`src/rtl/core/rfrg_pkg.sv`:
```
// ----------------------------------------------------------------------------
// rfrg_pkg
// shared types and constants for the radar frame range gate
// ----------------------------------------------------------------------------
package rfrg_pkg;

	localparam int unsigned PAYLOAD_BYTES_DEF = 8;

	localparam int unsigned DATA_W = 8;
	localparam int unsigned DIST_W = 16;
	localparam int unsigned LIMIT_W = 2 * DIST_W;
	localparam int unsigned CFG_IDX_W = 2;

	localparam logic [DATA_W-1:0] HDR_SYNC = 8'hAA;
	localparam logic [DATA_W-1:0] HDR_ID1 = 8'h0C;
	localparam logic [DATA_W-1:0] HDR_ID2 = 8'h07;
	localparam logic [DATA_W-1:0] TRL_SYNC = 8'h55;

	localparam logic [DIST_W-1:0] RST_STEP = 16'd10;
	localparam logic [DIST_W-1:0] RST_MIN = 16'd10;
	localparam logic [DIST_W-1:0] RST_MAX = 16'd2000;
	localparam logic [DIST_W-1:0] RST_GOOD = 16'd20;
	localparam logic [DIST_W-1:0] MISS_ONE = 16'd1;
	localparam logic [DIST_W-1:0] MISS_SAT = 16'hFFFF;

	typedef enum logic [CFG_IDX_W-1:0] {
		REG_MAX_STEP = 2'd0,
		REG_MIN_VALID = 2'd1,
		REG_MAX_VALID = 2'd2
	} cfg_reg_t;

	typedef enum logic [2:0] {
		ST_HUNT = 3'd0,
		ST_SYNC2 = 3'd1,
		ST_ID1 = 3'd2,
		ST_ID2 = 3'd3,
		ST_PAYLOAD = 3'd4,
		ST_TRL1 = 3'd5,
		ST_TRL2 = 3'd6
	} frame_state_t;

endpackage

```
`src/rtl/core/radar_frame_range_gate_unit.sv`:
```
// ----------------------------------------------------------------------------
// radar_frame_range_gate_unit
// frame parser for a serial radar link with distance gating
//
//   channel | dir | handshake           | word
//   in      | in  | in_valid/in_stall   | rx_byte
//   out     | out | out_valid/out_stall | distance_cm, raw_distance_cm,
//           |     |                     | held, out_of_range, misses
//   cfg     | in  | cfg_wr_en           | cfg_index, cfg_data
//
// one byte per cycle unless stalled; the parser updates on the accepting edge
// the edge that takes the last trailer byte also loads the result register,
// so the result word is valid in the next cycle
// in_stall rises only on the last trailer byte while a result still waits
// reset restores the register defaults, the hunt state, last good 20, misses 1
// ----------------------------------------------------------------------------
module radar_frame_range_gate_unit #(
	parameter int unsigned PAYLOAD_BYTES = rfrg_pkg::PAYLOAD_BYTES_DEF
) (
	input  logic                           clk,
	input  logic                           arst_n,
	input  logic                           in_valid,
	output logic                           in_stall,
	input  logic [rfrg_pkg::DATA_W-1:0]    rx_byte,
	output logic                           out_valid,
	input  logic                           out_stall,
	output logic [rfrg_pkg::DIST_W-1:0]    distance_cm,
	output logic [rfrg_pkg::DIST_W-1:0]    raw_distance_cm,
	output logic                           held,
	output logic                           out_of_range,
	output logic [rfrg_pkg::DIST_W-1:0]    misses,
	input  logic                           cfg_wr_en,
	input  logic [rfrg_pkg::CFG_IDX_W-1:0] cfg_index,
	input  logic [rfrg_pkg::DIST_W-1:0]    cfg_data
);
	import rfrg_pkg::*;

	localparam int unsigned PIDX_W = (PAYLOAD_BYTES > 1) ? $clog2(PAYLOAD_BYTES) : 1;
	localparam logic [PIDX_W-1:0] PIDX_LAST = PIDX_W'(PAYLOAD_BYTES - 1);
	localparam logic [PIDX_W-1:0] PIDX_HI = PIDX_W'(2);
	localparam logic [PIDX_W-1:0] PIDX_LO = PIDX_W'(3);

	frame_state_t state_q, state_d;
	logic [PIDX_W-1:0] pidx_q, pidx_d;
	logic [DATA_W-1:0] hi_q, lo_q;
	logic [DIST_W-1:0] max_step_q, min_valid_q, max_valid_q;
	logic [DIST_W-1:0] last_good_q, miss_count_q;
	logic in_accept, out_accept, frame_done;

	logic [DIST_W-1:0] raw_c, diff_c;
	logic [LIMIT_W-1:0] limit_c;
	logic oor_c, held_c;
	logic [DIST_W-1:0] miss_inc;

	logic out_valid_q, held_q, oor_q;
	logic [DIST_W-1:0] dist_q, raw_q, misses_q;

	assign in_stall = out_valid_q && (state_q == ST_TRL2);
	assign in_accept = in_valid && !in_stall;
	assign out_accept = out_valid_q && !out_stall;

	// config registers
	always_ff @(posedge clk or negedge arst_n) begin
		if (!arst_n) begin
			max_step_q <= RST_STEP;
			min_valid_q <= RST_MIN;
			max_valid_q <= RST_MAX;
		end else if (cfg_wr_en) begin
			unique case (cfg_index)
				REG_MAX_STEP: max_step_q <= cfg_data;
				REG_MIN_VALID: min_valid_q <= cfg_data;
				REG_MAX_VALID: max_valid_q <= cfg_data;
				default: ;
			endcase
		end
	end

	// frame parser
	always_ff @(posedge clk or negedge arst_n) begin
		if (!arst_n) begin
			state_q <= ST_HUNT;
			pidx_q <= '0;
		end else begin
			state_q <= state_d;
			pidx_q <= pidx_d;
		end
	end

	always_comb begin
		state_d = state_q;
		pidx_d = pidx_q;
		frame_done = 1'b0;
		if (in_accept) begin
			unique case (state_q)
				ST_HUNT: state_d = (rx_byte == HDR_SYNC) ? ST_SYNC2 : ST_HUNT;
				ST_SYNC2: state_d = (rx_byte == HDR_SYNC) ? ST_ID1 : ST_HUNT;
				ST_ID1: state_d = (rx_byte == HDR_ID1) ? ST_ID2 : ST_HUNT;
				ST_ID2: begin
					if (rx_byte == HDR_ID2) begin
						state_d = ST_PAYLOAD;
						pidx_d = '0;
					end else begin
						state_d = ST_HUNT;
					end
				end
				ST_PAYLOAD: begin
					if (pidx_q == PIDX_LAST) begin
						pidx_d = '0;
						state_d = ST_TRL1;
					end else begin
						pidx_d = pidx_q + PIDX_W'(1);
					end
				end
				ST_TRL1: state_d = (rx_byte == TRL_SYNC) ? ST_TRL2 : ST_HUNT;
				ST_TRL2: begin
					state_d = ST_HUNT;
					frame_done = (rx_byte == TRL_SYNC);
				end
				default: state_d = ST_HUNT;
			endcase
		end
	end

	// distance bytes of the payload
	always_ff @(posedge clk) begin
		if (in_accept && state_q == ST_PAYLOAD) begin
			if (pidx_q == PIDX_HI) begin
				hi_q <= rx_byte;
			end
			if (pidx_q == PIDX_LO) begin
				lo_q <= rx_byte;
			end
		end
	end

	// range test, step size and allowed jump
	assign raw_c = {hi_q, lo_q};
	assign oor_c = (raw_c <= min_valid_q) || (raw_c >= max_valid_q);
	assign diff_c = (raw_c >= last_good_q) ? raw_c - last_good_q : last_good_q - raw_c;
	assign limit_c = LIMIT_W'(miss_count_q) * LIMIT_W'(max_step_q);

	// gate decision
	assign held_c = oor_c || (LIMIT_W'(diff_c) >= limit_c);
	assign miss_inc = (miss_count_q == MISS_SAT) ? miss_count_q : miss_count_q + MISS_ONE;

	always_ff @(posedge clk or negedge arst_n) begin
		if (!arst_n) begin
			last_good_q <= RST_GOOD;
			miss_count_q <= MISS_ONE;
			out_valid_q <= 1'b0;
		end else begin
			if (frame_done) begin
				out_valid_q <= 1'b1;
				if (held_c) begin
					miss_count_q <= miss_inc;
				end else begin
					last_good_q <= raw_c;
					miss_count_q <= MISS_ONE;
				end
			end else if (out_accept) begin
				out_valid_q <= 1'b0;
			end
		end
	end

	always_ff @(posedge clk) begin
		if (frame_done) begin
			dist_q <= held_c ? last_good_q : raw_c;
			raw_q <= raw_c;
			held_q <= held_c;
			oor_q <= oor_c;
			misses_q <= held_c ? miss_inc : MISS_ONE;
		end
	end

	assign out_valid = out_valid_q;
	assign distance_cm = dist_q;
	assign raw_distance_cm = raw_q;
	assign held = held_q;
	assign out_of_range = oor_q;
	assign misses = misses_q;

endmodule

```
`config.mk`:
```
export PLATFORM = sky130hd
export DESIGN_NAME = radar_frame_range_gate_unit
export DESIGN_NICKNAME = d
export VERILOG_FILES = /design/src/rtl/core/rfrg_pkg.sv /design/src/rtl/core/radar_frame_range_gate_unit.sv
export SDC_FILE = /design/constraint.sdc
export NUM_CORES = 1
export LEC_CHECK = 0
export BUFFER_PORTS_ARGS = -buffer_cell sky130_fd_sc_hd__buf_4
export CORE_UTILIZATION = 45
export DETAILED_ROUTE_END_ITERATION = 8
export GPL_TIMING_DRIVEN = 0
export PLACE_DENSITY = 0.73
export SKIP_CTS_REPAIR_TIMING = 1
export SYNTH_ARGS = -nofsm -noshare
export SYNTH_HDL_FRONTEND = slang
export SYNTH_SLANG_ARGS = --single-unit
```
`constraint.sdc`:
```
create_clock -name clk -period 12.8 [get_ports clk]
set_input_delay 2.56 -clock clk [delete_from_list [all_inputs] [get_ports clk]]
set_output_delay 2.56 -clock clk [all_outputs]
set_load 0.01 [all_outputs]
```
== Word-level counts from Yosys, hierarchy flattened ==
Index checks and enable logic that the tools add are counted.

* Word-level logic and storage cells: 79
* Register bits after elaboration: 153

* Order comparisons: 4
* Reductions and logical operators: 19
* Add/sub/neg operators: 4
* Equal/unequal tests: 18
* Muxes and demuxes: 18
* Multiply operators: 1

{| class="wikitable"
|+ Operators by type and width
! cell !! count
|-
| two-way mux 16 bit || 4
|-
| greater-or-equal comparator 16 bit || 2
|-
| greater-or-equal comparator 16 x 32 -> 1 bit || 1
|-
| multiplier 16 x 16 -> 32 bit || 1
|-
| subtractor 16 bit || 2
|-
| one-hot mux 3 bit (6 select lines) || 1
|-
| adder 16 x 1 -> 16 bit, second input constant || 1
|-
| equality test 16 bit, second input constant || 1
|-
| less-or-equal comparator 16 bit || 1
|-
| two-way mux 3 bit || 5
|-
| equality test 3 x 2 -> 1 bit, second input constant || 4
|-
| equality test 3 bit, second input constant || 4
|-
| AND reduction 2 bit || 6
|-
| equality test 8 x 3 -> 1 bit, second input constant || 1
|-
| equality test 8 x 4 -> 1 bit, second input constant || 1
|-
| equality test 8 x 7 -> 1 bit, second input constant || 1
|-
| equality test 8 bit, second input constant || 1
|-
| one-hot mux 3 bit (2 select lines) || 1
|-
| two-way mux 1 bit || 5
|-
| logical AND 1 bit || 4
|-
| two-way mux 2 bit || 2
|-
| inequality test 2 bit, second input constant || 2
|-
| nonzero test 2 bit || 2
|-
| adder 3 x 1 -> 3 bit, second input constant || 1
|-
| 8 further kinds || 10
|}

== Longest topological paths before layout ==
* Word-level depth: 6
* Gate-level depth with buffers: 37

== Worst setup path after synthesis ==
Ideal clock, no wire load.

* Path kind: register -> register
* Start: reg miss_count_q[9]
* End: reg dist_q[10], in the netlist distance_cm[10] (data pin)
* Path slack: 5.133 ns
* Path buffers: 5
* Period minus slack after synthesis: 7.667 ns
* Stages on the path, launching flop included: 34
* Arrival time: 7.515 ns
* Cell sequence: dfrtp_1 clkbuf_1 clkbuf_1 nand2_1 fa_1 fa_1 fa_1 inv_1 fa_1 fa_1 inv_1 fa_1 inv_1 ha_1 buf_2 a21oi_1 nand2_1 nand2_1 nand2_1 a21oi_1 xor2_1 ha_1 a21oi_1 nand2_1 a2111oi_0 o211ai_1 nand4_1 a211oi_1 and4_1 a41oi_4 buf_2 buf_2 nand2_1 o21ai_0

* Cells in the longest elaborated chain, start to end: 4

{| class="wikitable"
|+ RTL lines
! item !! line !! source
|-
| start: declaration || radar_frame_range_gate_unit.sv:47 || <nowiki>logic [DIST_W-1:0] last_good_q, miss_count_q;</nowiki>
|-
| start signal: assignment || radar_frame_range_gate_unit.sv:155 || <nowiki>miss_count_q <= miss_inc;</nowiki>
|-
| multiplier 16 x 16 -> 32 bit || radar_frame_range_gate_unit.sv:140 || <nowiki>assign limit_c = LIMIT_W'(miss_count_q) * LIMIT_W'(max_step_q);</nowiki>
|-
| greater-or-equal comparator 16 x 32 -> 1 bit || radar_frame_range_gate_unit.sv:143 || <nowiki>assign held_c = oor_c || (LIMIT_W'(diff_c) >= limit_c);</nowiki>
|-
| logical OR 1 bit || radar_frame_range_gate_unit.sv:143 ||
|-
| two-way mux 16 bit || - ||
|-
| end signal: assignment || radar_frame_range_gate_unit.sv:168 || <nowiki>dist_q <= held_c ? last_good_q : raw_c;</nowiki>
|-
| end: declaration || radar_frame_range_gate_unit.sv:56 || <nowiki>logic [DIST_W-1:0] dist_q, raw_q, misses_q;</nowiki>
|}

Every way passes these cells.
A chain may end at the register's enable or synchronous reset.

== Worst setup path after layout ==
* Start: reg miss_count_q[10]
* End: reg dist_q[14], in the netlist distance_cm[14] (data pin)

Same word-level chain as after synthesis.

==> results.txt <==
----------------------------------------------------
[Floorplanning]
  Die width ... 199.5 um
  Core ar. ... 38020 sq um
  Ports ... 83
  Number of rows in the core area ... 71
  Die height ... 199.5 um
  Starting density of the core ... 0.4615
  Floorplan die area ... 39790 sq um

[Finish]
  Number of antenna repair diodes ... 0
  Fin nets ... 2374
  Fraction of final layout cells sized beyond drive strength 1 ... 0.1065
  Final core utilization ... 0.5110
  Layout-stage area growth over the synthesis result ... 10.71%
  Number of fill cells in the layout ... 3508

[Min path]
  Worst Hold Class ... reg2reg

[CTS]
  CTS Root Cell ... clkbuf_16
  TritonCTS clock tree ... yes
  Number of buffers added by the clock tree synthesis step ... 17
  Reg clk slew, reported paths ... 0.07 ns
  Count of clock tree sinks ... 153
  Clock latency of the later-clocked register in the worst-skew pair ... 0.44 ns
  CTS Buffer Depth ... 2
  Number of H-tree levels ... 4

[Route]
  Length of the first detailed-routing pass in iterations ... 5
  Total Routed Length ... 45120 um
  Overall via count from detail_route ... about 14000
  Remaining number of nets flagged by the antenna check after routing ... 0
  DRC Markers ... 0
  Routed via count divided by cell count ... 5.547
  DRC violation total after the first TritonRoute iteration ... approximately 1100
  Routed WL per cell ... around 18 um

[Synth]
  Cell Area, Synth ... between 15000 and 20000 sq um
  Register bit count reported by yosys ... 153
  Synth cell types ... 75
  Post-synth top area share ... 0.2236
  Synth Area per Inst ... 9.445 sq um
  Leading register cell type out of synthesis ... dfrtp_1
  EDFF count, synth ... 66
  Most area-consuming cells after synthesis ... fa_1 22%, ha_1 13%, edfxtp_1 11%, dfrtp_1 11%, inv_1 6.9%
  Yosys warnings ... 0
  Synthesized netlist cell count ... 1858
  Fraction of registers with async set or reset after synthesis ... 0.5686
  Leading post-synthesis cells by instance count ... 321 x inv_1, 210 x nand2_1, 196 x fa_1
  Cell type with the highest aggregate area in the netlist ... fa_1
  Sequential-to-total area share from yosys stat ... 0.2379
  Syn_nets ... 2273
  Most frequently used cell type in the post-synthesis netlist ... inv_1

[STA]
  Endpoints failing setup ... 0
  Max Clock Freq ... 102.4 MHz
  Worst Max-Slew Pin Slew ... 1.330 ns
  Share of the clock period used by the worst path ... 0.7630
  Number of pins exceeding their max-slew limit in the final report ... 0
  Setup repair after global routing missed its margin ... no
  Tmin final ... 9.767 ns
  Worst clock skew ... 0.01601 ns
  Max-Slew Margin vs Limit ... 0.1114
  Setup TNS after final layout ... 0 ns
  Total count of hold-check failures in the final report ... 0

[Placement]
  Hpwl dp ... 36630 um
  Global placer's final weighted congestion ... 0.9641
  Input/output buffers ... 81

[Global routing]
  Initial antenna violation count ... 0
  Pin count of the biggest net entering global routing ... 88
  Number of global-route vias before repair ... 14260
  Global-route wire length before repair ... 74300 um
  GRT Util Overall ... 0.2426
  Grt ovf ... 0

[Worst setup path]
  Crit-path max cell delay ... 0.56 ns
  Crit path required time ... 12.98 ns
  WP data arrival ... 9.95 ns
  Worst setup EP type ... flip-flop
  Maximum fanout along the worst path ... 10
  Category of the critical setup timing path ... reg2reg
  CP startpoint kind ... flip-flop
  Cell at the slowest stage of the critical path ... clkbuf_1

[Run status]
  Status ... completed

[Power]
  Power per standard cell area ... just over 70 nW/um^2
  Portion of total power attributed to combinational logic ... 0.180
  Clock share of power ... 0.374
  Maximum ir drop on the vdd rail ... between 0.08 and 0.09 mV
  Switching component of the power ... ~0.00045 W
  Leakage Power ... 9.490 nW
  Int Power ... 0.0009275 W
  Switching Fraction ... 0.3244
  Sequential fraction of design power ... 0.445

[Job]
  MaxCap Viol Count ... 0

----------------------------------------------------
## placed cells by master (no fill, tap or decap), drive strengths merged, types with 6 or more instances in the layout
| master | synthesis | layout |
|---|---|---|
| edfxtp | 66 | 66 |
| nand3 | 32 | 32 |
| inv | 321 | 331 |
| o211ai | 8 | 8 |
| dfrtp | 74 | 74 |
| and3 | 14 | 14 |
| a21oi | 79 | 79 |
| nor3 | 21 | 21 |
| a31oi | 11 | 11 |
| xnor2 | 21 | 21 |
| a211o | 7 | 7 |
| nand2b | 7 | 7 |
| dfstp | 13 | 13 |
| o21a | 11 | 11 |
| and2 | 122 | 122 |
| a211oi | 9 | 9 |
| a21o | 36 | 36 |
| o21ai | 78 | 78 |
| xor2 | 21 | 21 |
| clkbuf | 66 | 84 |
| a2111oi | 6 | 6 |
| a221oi | 6 | 6 |
| nor2 | 60 | 60 |
| buf | 17 | 99 |
| a22o | 11 | 11 |
| ha | 188 | 188 |
| nand4 | 14 | 14 |
| nor2b | 12 | 12 |
| fa | 196 | 196 |
| mux2i | 15 | 15 |
| mux2 | 49 | 49 |
| or3 | 10 | 10 |
| nand2 | 210 | 210 |
## per-layer routing
metal | vias to the layer above | track usage | share of wire
met1 | 6903 | 0.3319 | 0.43
met2 | 515 | 0.3933 | 0.47
li1 | 6275 | - | -
met3 | 79 | 0.03764 | 0.081
met5 | - | 0 | 0
met4 | 0 | 0.07888 | 0.026
## final timing paths
kind | from | slack [ns] | cells after the start | end
worst max-delay path | miss_count_q[10]$_DFFE_PN0P_ | 3.03 | 32 | distance_cm[14]$_DFFE_PP_
worst min-delay path | max_valid_q[11]$_DFFE_PN0P_ | 0.51 | 1 | max_valid_q[11]$_DFFE_PN0P_
worst max register to register | miss_count_q[10]$_DFFE_PN0P_ | 3.03 | 32 | distance_cm[14]$_DFFE_PP_
worst min register to register | max_valid_q[11]$_DFFE_PN0P_ | 0.51 | 1 | max_valid_q[11]$_DFFE_PN0P_
max in group asynchronous | arst_n | 9.73 | 1 | last_good_q[3]$_DFFE_PN0P_
min in group asynchronous | arst_n | 2.30 | 1 | pidx_q[1]$_DFFE_PN0P_
## state kept, by name, summed over array words and instances (netlist names), 3 cells and up
signal	count
last_good_q	16
raw_distance_cm	16
misses	16
min_valid_q	16
max_step_q	16
max_valid_q	16
distance_cm	16
hi_q	8
miss_count_q	16
lo_q	8
pidx_q	3
state_q	3
## metrics by stage
| stage | cells | power [W] | hold WS [ns] | worst slack (ns) | cell area (sq um) |
|---|---|---|---|---|---|
| after global placement | 2450 | 0.0008502 | 0.4905 | 3.274 | 18800 |
| after CTS | 2483 | 0.001377 | 0.5123 | 3.147 | 19430 |
| final | 2483 | 0.001373 | 0.5081 | 3.033 | 19430 |
| after global routing | 2483 | 0.001436 | 0.5238 | 2.528 | 19430 |
| after floorplan | 1858 | 0.0007604 | 0.4793 | 5.133 | 17550 |
| after detailed placement | 2451 | 0.0008635 | 0.4943 | 3.240 | 18820 |
## logic make-up (layout without fill, tap and decap cells)
| logic type | after synthesis | in the layout | synth area share |
|---|---|---|---|
| and+or+nand+nor | 520 | 520 | 0.1458 |
| buffers and inverters | 404 | 518 | 0.08884 |
| adders and majority gates | 384 | 384 | 0.3576 |
| AOI/OAI and AO/OA | 291 | 291 | 0.1088 |
| DFF | 153 | 153 | 0.2379 |
| muxes | 64 | 64 | 0.04000 |
| xor gates and xnor gates | 42 | 42 | 0.02096 |
## critical path: cells and delay by family (launching register included)
kind	cells	cell delay, ns
buf+inv	7	1.96
xor+xnor	1	0.23
compound gates	8	2.20
simple gates	8	1.09
fa+ha+maj	8	3.65
flops	1	0.38
## layout make-up
class,instances,area (sq um),area share
Multi-Input combinational cell,1301,11810,0.6081
Sequential cell,153,4175,0.2149
Inverter,321,1205,0.06202
Tap cell,511,639.4,0.03291
Timing Repair Buffer,82,628.1,0.03233
Clock buffer,18,450.4,0.02319
Buffer,83,355.3,0.01829
Clock inverter,14,160.2,0.008244
## power groups by stage
| stage | combinational (W) | clock (W) | sequential (W) |
|---|---|---|---|
| finish | 0.000248 | 0.000514 | 0.000611 |
| global route | 0.000277 | 0.000542 | 0.000617 |
| CTS | 0.000246 | 0.000521 | 0.000610 |
| detailed placement | 0.000244 | 0 | 0.000619 |
| global placement | 0.000234 | 0 | 0.000616 |
| floorplan | 0.000169 | 0 | 0.000591 |
(Power assumes the default switching activity.)
